`src/sv/rsr_pkg.sv`:
```
`default_nettype none

package rsr_pkg;

  localparam int DEPTH  = 16;
  localparam int KEY_W  = 32;
  localparam int SIZE_W = 5;
  localparam int IDX_W  = (DEPTH > 1) ? $clog2(DEPTH) : 1;
  localparam int FILL_W = $clog2(DEPTH + 1);

  typedef logic signed [KEY_W-1:0] key_t;
  typedef logic [IDX_W-1:0]        idx_t;

  // best candidate seen so far along the chain
  typedef struct packed {
    logic valid;
    idx_t idx;
    key_t key;
  } cand_t;

  typedef enum logic [1:0] {
    OP_NONE,
    OP_LOAD,
    OP_TAKE
  } cell_op_t;

  typedef struct packed {
    cell_op_t op;
    idx_t     sel;
    key_t     key;
    logic     frozen;
    logic     thaw;
    logic     ignore_frozen;
  } cell_cmd_t;

  typedef struct packed {
    logic full;
    logic frozen;
  } cell_stat_t;

endpackage

`default_nettype wire

```
`src/sv/rsr_ifs.sv`:
```
`default_nettype none

interface rsr_rec_if import rsr_pkg::*; ();
  logic valid;
  logic ready;
  key_t value;
  logic is_last;

  modport source (output valid, output value, output is_last, input ready);
  modport sink (input valid, input value, input is_last, output ready);
endinterface

interface rsr_res_if import rsr_pkg::*; ();
  logic valid;
  logic ready;
  key_t value_res;
  logic run_last;
  logic stream_last;

  modport source (output valid, output value_res, output run_last, output stream_last,
                  input ready);
  modport sink (input valid, input value_res, input run_last, input stream_last,
                output ready);
endinterface

interface rsr_cfg_if import rsr_pkg::*; ();
  logic              valid;
  logic              ready;
  logic [SIZE_W-1:0] buffer_size;

  modport source (output valid, output buffer_size, input ready);
  modport sink (input valid, input buffer_size, output ready);
endinterface

`default_nettype wire

```
`src/sv/rsr_cell.sv`:
```
`default_nettype none

module rsr_cell import rsr_pkg::*; (
  input  wire logic       clk,
  input  wire logic       rst,
  input  wire idx_t       slot_id,
  input  wire cell_cmd_t  cmd,
  input  wire cand_t      cand_in,
  output cand_t           cand_out,
  output cell_stat_t      stat
);

  key_t key;
  logic full;
  logic frozen;
  logic eligible;
  logic hit;

  assign hit      = (cmd.sel == slot_id);
  assign eligible = full && (!frozen || cmd.ignore_frozen);
  assign stat     = '{full: full, frozen: frozen};

  always_ff @(posedge clk) begin
    if (cmd.op == OP_LOAD && hit) begin
      key <= cmd.key;
    end
  end

  always_ff @(posedge clk) begin
    if (rst) begin
      full   <= 1'b0;
      frozen <= 1'b0;
    end else begin
      case (cmd.op)
        OP_LOAD: begin
          if (hit) begin
            full   <= 1'b1;
            frozen <= cmd.frozen;
          end
        end
        OP_TAKE: begin
          if (hit) begin
            full   <= 1'b0;
            frozen <= 1'b0;
          end
        end
        default: ;
      endcase
      if (cmd.thaw) begin
        frozen <= 1'b0;
      end
    end
  end

  // strict less keeps the lower slot on ties
  always_ff @(posedge clk) begin
    if (rst) begin
      cand_out.valid <= 1'b0;
    end else if (eligible && (!cand_in.valid || key < cand_in.key)) begin
      cand_out <= '{valid: 1'b1, idx: slot_id, key: key};
    end else begin
      cand_out <= cand_in;
    end
  end

endmodule

`default_nettype wire

```
`src/sv/replacement_selection_runs.sv`:
```
// Channel  Dir  Handshake     Payload
// rec      in   valid/ready   value, is_last
// res      out  valid/ready   value_res, run_last, stream_last
// cfg      in   valid/ready   buffer_size (ready always high)
//
// A fill request loads one slot. A request that emits runs a minimum search: the search
// walks the row of DEPTH slot cells, one cell per cycle, after a slot update settles.
// After is_last, each drained result takes a further search of the row.
// A result held in the output register stalls only the next emit, not the search.
// Reset (rst, synchronous) empties all slots and sets buffer_size to 16.
`default_nettype none

module replacement_selection_runs import rsr_pkg::*; (
  input wire logic clk,
  input wire logic rst,
  rsr_rec_if.sink   rec,
  rsr_res_if.source res,
  rsr_cfg_if.sink   cfg
);

  typedef enum logic {
    ST_IDLE,
    ST_SEARCH
  } state_t;

  // the search waits for a slot update to reach the end of the row
  localparam logic [FILL_W-1:0] CNT_LAST = FILL_W'(DEPTH);

  state_t            state;
  logic [FILL_W-1:0] cnt;
  logic [FILL_W-1:0] fill_count;
  logic [SIZE_W-1:0] buffer_size;
  key_t              pend_key;
  logic              pend_last;
  logic              draining;
  logic              out_valid;
  key_t              out_key;
  logic              out_run;
  logic              out_stream;

  logic [FILL_W-1:0] size_eff;
  logic              fill_step;
  logic              out_free;
  logic              fire;
  logic              out_load;
  logic              any_active;
  logic              stream_end;
  logic [DEPTH-1:0]  full_vec;
  logic [DEPTH-1:0]  frozen_vec;
  logic [DEPTH-1:0]  full_after;
  logic [DEPTH-1:0]  frozen_after;
  cell_cmd_t         cmd;
  cand_t             chain [DEPTH+1];
  cell_stat_t        stat [DEPTH];
  cand_t             win;

  assign chain[0] = '0;
  assign win      = chain[DEPTH];

  for (genvar g = 0; g < DEPTH; g++) begin : g_cell
    rsr_cell u_cell (
      .clk      (clk),
      .rst      (rst),
      .slot_id  (IDX_W'(g)),
      .cmd      (cmd),
      .cand_in  (chain[g]),
      .cand_out (chain[g+1]),
      .stat     (stat[g])
    );
    assign full_vec[g]   = stat[g].full;
    assign frozen_vec[g] = stat[g].frozen;
  end

  always_comb begin
    if (buffer_size == '0) begin
      size_eff = FILL_W'(1);
    end else if ({{FILL_W{1'b0}}, buffer_size} > (FILL_W + SIZE_W)'(DEPTH)) begin
      size_eff = FILL_W'(DEPTH);
    end else begin
      size_eff = FILL_W'(buffer_size);
    end
  end

  assign any_active = |(full_vec & ~frozen_vec);
  assign fill_step  = (state == ST_IDLE) && rec.valid && (fill_count < size_eff);
  assign out_free   = !out_valid || res.ready;
  assign fire       = (state == ST_SEARCH) && (cnt == CNT_LAST) && out_free;
  assign out_load   = fire && win.valid;

  always_comb begin
    cmd = '{op: OP_NONE, sel: win.idx, key: pend_key, frozen: 1'b0, thaw: 1'b0,
            ignore_frozen: !any_active};
    if (fill_step) begin
      cmd.op  = OP_LOAD;
      cmd.sel = fill_count[IDX_W-1:0];
      cmd.key = rec.value;
    end else if (out_load) begin
      if (draining) begin
        cmd.op = OP_TAKE;
      end else begin
        cmd.op     = OP_LOAD;
        cmd.frozen = pend_key < win.key;
      end
    end

    full_after   = full_vec;
    frozen_after = frozen_vec;
    case (cmd.op)
      OP_LOAD: begin
        full_after[cmd.sel]   = 1'b1;
        frozen_after[cmd.sel] = cmd.frozen;
      end
      OP_TAKE: begin
        full_after[cmd.sel]   = 1'b0;
        frozen_after[cmd.sel] = 1'b0;
      end
      default: ;
    endcase

    // close the run when nothing active is left after this emit
    cmd.thaw   = out_load && !(|(full_after & ~frozen_after));
    stream_end = !(|full_after);
  end

  assign rec.ready       = (state == ST_IDLE);
  assign cfg.ready       = 1'b1;
  assign res.valid       = out_valid;
  assign res.value_res   = out_key;
  assign res.run_last    = out_run;
  assign res.stream_last = out_stream;

  always_ff @(posedge clk) begin
    if (rst) begin
      buffer_size <= SIZE_W'(16);
    end else if (cfg.valid) begin
      buffer_size <= cfg.buffer_size;
    end
  end

  always_ff @(posedge clk) begin
    if (rst) begin
      state      <= ST_IDLE;
      cnt        <= '0;
      fill_count <= '0;
      draining   <= 1'b0;
      out_valid  <= 1'b0;
    end else begin
      if (res.valid && res.ready) begin
        out_valid <= 1'b0;
      end
      case (state)
        ST_IDLE: begin
          if (rec.valid) begin
            pend_key  <= rec.value;
            pend_last <= rec.is_last;
            cnt       <= '0;
            if (fill_step) begin
              fill_count <= fill_count + FILL_W'(1);
              if (rec.is_last) begin
                draining <= 1'b1;
                state    <= ST_SEARCH;
              end
            end else begin
              draining <= 1'b0;
              state    <= ST_SEARCH;
            end
          end
        end
        ST_SEARCH: begin
          if (cnt != CNT_LAST) begin
            cnt <= cnt + FILL_W'(1);
          end else if (out_free) begin
            cnt <= '0;
            if (win.valid) begin
              out_valid  <= 1'b1;
              out_key    <= win.key;
              out_run    <= cmd.thaw;
              out_stream <= draining && stream_end;
            end
            if (!draining && pend_last) begin
              draining <= 1'b1;
            end else if (!draining || !win.valid || stream_end) begin
              state    <= ST_IDLE;
              draining <= 1'b0;
              if (draining) begin
                fill_count <= '0;
              end
            end
          end
        end
        default: state <= ST_IDLE;
      endcase
    end
  end

  a_load_in_search: assert property (@(posedge clk) disable iff (rst)
    out_load |-> state == ST_SEARCH)
    else $error("result loaded outside a search");

  a_replace_finds: assert property (@(posedge clk) disable iff (rst)
    (state == ST_SEARCH) && (cnt == CNT_LAST) && !draining |-> win.valid)
    else $error("replace search found no slot");

  a_run_end_thaws: assert property (@(posedge clk) disable iff (rst)
    out_load && cmd.thaw |=> frozen_vec == '0)
    else $error("slots still frozen after run end");

  a_stream_end_empty: assert property (@(posedge clk) disable iff (rst)
    out_load && draining && stream_end |=> fill_count == '0 && full_vec == '0)
    else $error("buffer not empty after stream end");

endmodule

`default_nettype wire
```
`src/flat_wrapper.sv`:
```
// flat-port wrapper written by rule: the top's interface ports become plain ports
module replacement_selection_runs_flat import rsr_pkg::*;
  (clk, rst, rec_valid, rec_value, rec_is_last, rec_ready, res_valid, res_value_res, res_run_last, res_stream_last, res_ready, cfg_valid, cfg_buffer_size, cfg_ready);
  rsr_rec_if rec_i ();
  rsr_res_if res_i ();
  rsr_cfg_if cfg_i ();
  input wire logic clk;
  input wire logic rst;
  input wire logic [$bits(rec_i.valid)-1:0] rec_valid;
  input wire logic [$bits(rec_i.value)-1:0] rec_value;
  input wire logic [$bits(rec_i.is_last)-1:0] rec_is_last;
  output wire logic [$bits(rec_i.ready)-1:0] rec_ready;
  output wire logic [$bits(res_i.valid)-1:0] res_valid;
  output wire logic [$bits(res_i.value_res)-1:0] res_value_res;
  output wire logic [$bits(res_i.run_last)-1:0] res_run_last;
  output wire logic [$bits(res_i.stream_last)-1:0] res_stream_last;
  input wire logic [$bits(res_i.ready)-1:0] res_ready;
  input wire logic [$bits(cfg_i.valid)-1:0] cfg_valid;
  input wire logic [$bits(cfg_i.buffer_size)-1:0] cfg_buffer_size;
  output wire logic [$bits(cfg_i.ready)-1:0] cfg_ready;
  assign rec_i.valid = rec_valid;
  assign rec_i.value = rec_value;
  assign rec_i.is_last = rec_is_last;
  assign rec_ready = rec_i.ready;
  assign res_valid = res_i.valid;
  assign res_value_res = res_i.value_res;
  assign res_run_last = res_i.run_last;
  assign res_stream_last = res_i.stream_last;
  assign res_i.ready = res_ready;
  assign cfg_i.valid = cfg_valid;
  assign cfg_i.buffer_size = cfg_buffer_size;
  assign cfg_ready = cfg_i.ready;
  replacement_selection_runs u_core (.clk(clk), .rst(rst), .rec(rec_i), .res(res_i), .cfg(cfg_i));
endmodule
```
`config.mk`:
```
export PLATFORM = sky130hd
export DESIGN_NAME = replacement_selection_runs_flat
export DESIGN_NICKNAME = d
export VERILOG_FILES = /design/src/sv/rsr_pkg.sv /design/src/sv/rsr_ifs.sv /design/src/sv/rsr_cell.sv /design/src/sv/replacement_selection_runs.sv /design/src/flat_wrapper.sv
export SDC_FILE = /design/constraint.sdc
export NUM_CORES = 2
export LEC_CHECK = 0
export BUFFER_PORTS_ARGS = -buffer_cell sky130_fd_sc_hd__buf_4
export CAP_MARGIN = 30
export CORE_UTILIZATION = 60
export DETAILED_ROUTE_END_ITERATION = 10
export GPL_TIMING_DRIVEN = 0
export HOLD_SLACK_MARGIN = 0.02
export PLACE_DENSITY = 0.74
export SETUP_SLACK_MARGIN = 0.3
export SYNTH_ARGS = -nofsm -noshare
export SYNTH_HDL_FRONTEND = slang
export SYNTH_SLANG_ARGS = --single-unit
```
`constraint.sdc`:
```
create_clock -name clk -period 20.6 [get_ports clk]
set_input_delay 4.12 -clock clk [delete_from_list [all_inputs] [get_ports clk]]
set_output_delay 4.12 -clock clk [all_outputs]
set_load 0.1 [all_outputs]
```
==> qor.txt <==
Post-CTS Setup Bufs: 0
ys flop type: edfxtp_1
crit path kind: input pin to register
post_cts resized: 0
most used cell along the critical path: inv_1
Max VDD drop: 87.9 µV
IO buf count: 77
CORE AREA: 101,000 µm²
remaining global-route overflow: 0
initial antenna violation count: 11
DP HPWL: 116 mm
Post-synth top cells: 1,140 x edfxtp_1, 530 x inv_1, 505 x ha_1
Hold Crit Class: register to register
worst-path cell chain: buf_4 -> nand2b_1 -> a211oi_2 -> buf_4 -> nand2_1 -> clkbuf_1 -> and2_1 -> inv_1 -> ha_1 -> inv_1 -> clkbuf_1 -> nand2_1 -> nor2_1 -> inv_1 -> a311oi_1 -> o2111a_1 -> o2111ai_2 -> a2111oi_4 -> buf_6 -> nor3_2
#FFs+latches synth: 1,206
first-pass GRT wire length: 244 mm
# setup viols final: 0
drt total wl: 162 mm
# hold bufs at CTS: 0
asr flop ratio synth: 0%
status: completed
main combinational cell family by area after synthesis: compound AO/OA/AOI/OAI gates
Worst path slowest cell: clkbuf_1
CP max FO: 10
Non-Filler Instances: 6,616
Worst Tran Pin Value: 1050 ps
layout cells sized above 1: 14.2%
drt via density: 6.24
mapped cell area: 61,300 µm²
simple-gate share of the synthesized area: 9.37%
placed cell count: 6,389
Post-synth EDFFs: 1,140
Synth Area in Adders: 10.3%
mux contribution to synthesized area: 6.83%
Hold Vio Cnt, Final: 0
Slew HR: 29.8%
most frequent cell after synthesis: edfxtp_1
top cells by area, synth: edfxtp_1 56%, ha_1 10%, mux2_2 6.5%, inv_1 3.2%, a21o_1 2.6%
Root Buffer: clkbuf_16
cell taking the most area after synthesis: edfxtp_1
Data required, critical path: 21,170 ps
gate count after technology mapping: 4,907
clk buf depth: 3
register area share after synthesis: 58.0%
RSZ-0062 raised after global routing: no
post-route ant nets: 0
DRT Pass-1 Iters: 6
Final period util: 45.4%
number of global-route vias before repair: 40,966
Worst Slack Setup Final: 11,250 ps
DR iter-0 viols: 4,341
Finished Core Util: 68.1%
leakage: 27.2 nW
final instance area: 68,500 µm²
vias: 41,299
DR DRC count: 0
row count: 116
Placed Area: 64,700 µm²
max-cap violations: 0
gpl congestion: 0.956
CP Capture Type: register
CTS tree: built
WHS: 461 ps
TritonCTS Buffers: 119
synth unique cells: 92
highest clock rate: 107 MHz
Worst setup SP type: input pin
PwrDens: 87.8 nW/µm²
yosys warns: 0
GRT Total Usage: 31.3%
htree depth: 3
Worst Skew: 24.4 ps
CP max stage delay: 740 ps
die area: 103,000 µm²
final net count: 5,703
setup slack after placement: 10,700 ps
die width: 322 µm
Period minus WS final: 9350 ps
TritonCTS Sinks: 1,206
Initial Util: 60.9%
drt wl/cell: 24.5 µm
clk_lat worst skew: 730 ps
I/O Pins: 80
P&R area growth vs syn: 11.8%
Compound-Gate Fraction of Synth Area: 10.8%
crit path DAT: 9910 ps
Synth Area in XOR/XNOR: 0.0143%
clk slew on worst S/H paths: 60 ps
synthesized area per cell: 12.5 µm²
DIE HEIGHT: 322 µm
final max-slew violation count: 0
Synth Net Count: 5,455
top cell type's share of synthesized area: 55.9%
largest net degree at the start of global routing: 138
-- cell families (layout without fill, tap and decap cells) --
| family | Yosys count | in the layout |
|---|---|---|
| flops | 1206 | 1206 |
| simple gates | 1123 | 1123 |
| compound gates | 949 | 949 |
| buf+inv | 748 | 1097 |
| fa+ha+maj | 505 | 505 |
| mux | 374 | 374 |
| other cells | 1 | 4 |
| xor+xnor | 1 | 1 |
-- where the power goes --
group	switching, mW	internal, mW
registers	0.0959	2.89
logic	0.564	0.339
clock network	0.937	1.19
total	1.60	4.42
-- flip-flops by register name (all words and copies together), names as in the netlist --
name,cells
u_core.g_cell.u_cell.full,16
u_core.res.run_last,1
u_core.g_cell.u_cell.cand_out,577
u_core.state,1
u_core.buffer_size,5
u_core.res.valid,1
u_core.cnt,5
u_core.draining,1
u_core.res.value_res,32
u_core.g_cell.u_cell.key,512
u_core.pend_key,32
u_core.res.stream_last,1
u_core.pend_last,1
u_core.g_cell.u_cell.frozen,16
u_core.fill_count,5
-- worst paths after layout --
path / from / end / slack, ps / depth (start not counted)
worst max-delay path: rec_valid / u_core.g_cell[10].u_cell.frozen$_SDFFE_PP0P_ / 11250 / 20
worst min-delay path: u_core.g_cell[15].u_cell.cand_out[7]$_DFFE_PN_ / u_core.res.value_res[7]$_DFFE_PP_ / 460 / 0
worst max register to register: u_core.buffer_size[4]$_SDFFE_PP1P_ / u_core.g_cell[10].u_cell.frozen$_SDFFE_PP0P_ / 13940 / 22
worst min register to register: u_core.g_cell[15].u_cell.cand_out[7]$_DFFE_PN_ / u_core.res.value_res[7]$_DFFE_PP_ / 460 / 0
-- worst max-delay path: cells and delay by family --
kind | cells | cell delay (ps)
AOI/OAI and AO/OA | 5 | 1660
adders and majority gates | 1 | 260
buffers and inverters | 8 | 2170
and+or+nand+nor | 6 | 1680
-- through the flow --
| stage | total power, mW | setup TNS (ps) |
|---|---|---|
| floorplan | 3.57 | 0 |
| global placement | 3.90 | -252800 |
| detailed placement | 3.92 | 0 |
| CTS | 6.03 | 0 |
| global route | 6.22 | 0 |
| finish | 6.02 | 0 |
-- layout make-up --
class / count / area [µm²]
tap: 1357 / 1700
inverter: 531 / 2000
multi-input combinational: 2953 / 23000
clock inverter: 63 / 567
clock buffer: 159 / 3230
antenna: 3 / 7.51
timing repair buffer: 127 / 1550
buffer: 217 / 868
fill: 7085 / 32100
sequential: 1206 / 35600
-- cells in the final DEF, fill, tap and decap left out, types with 35 or more instances in the layout --
cell type,count
edfxtp_1,1140
inv_1,529
ha_1,505
mux2_2,353
clkbuf_1,218
nand4_1,215
a21o_1,212
nor2_1,209
nand2_1,200
nand3_1,192
a21oi_1,168
o211ai_1,152
clkbuf_16,121
a31oi_1,116
o21ai_0,99
buf_4,84
dfxtp_1,66
nand2b_1,63
and2_1,57
nor2b_1,35
-- routing by layer --
metal  GRT usage [%]  vias to the layer above  wire length (µm)
li1                -                    18977                 -
met1            39.8                    20297             63900
met2            53.0                     1645             79400
met3            5.37                      378             11600
met4            13.2                        2              7370
met5               0                        -                11
No activity file was read; power rests on OpenSTA's default activity.
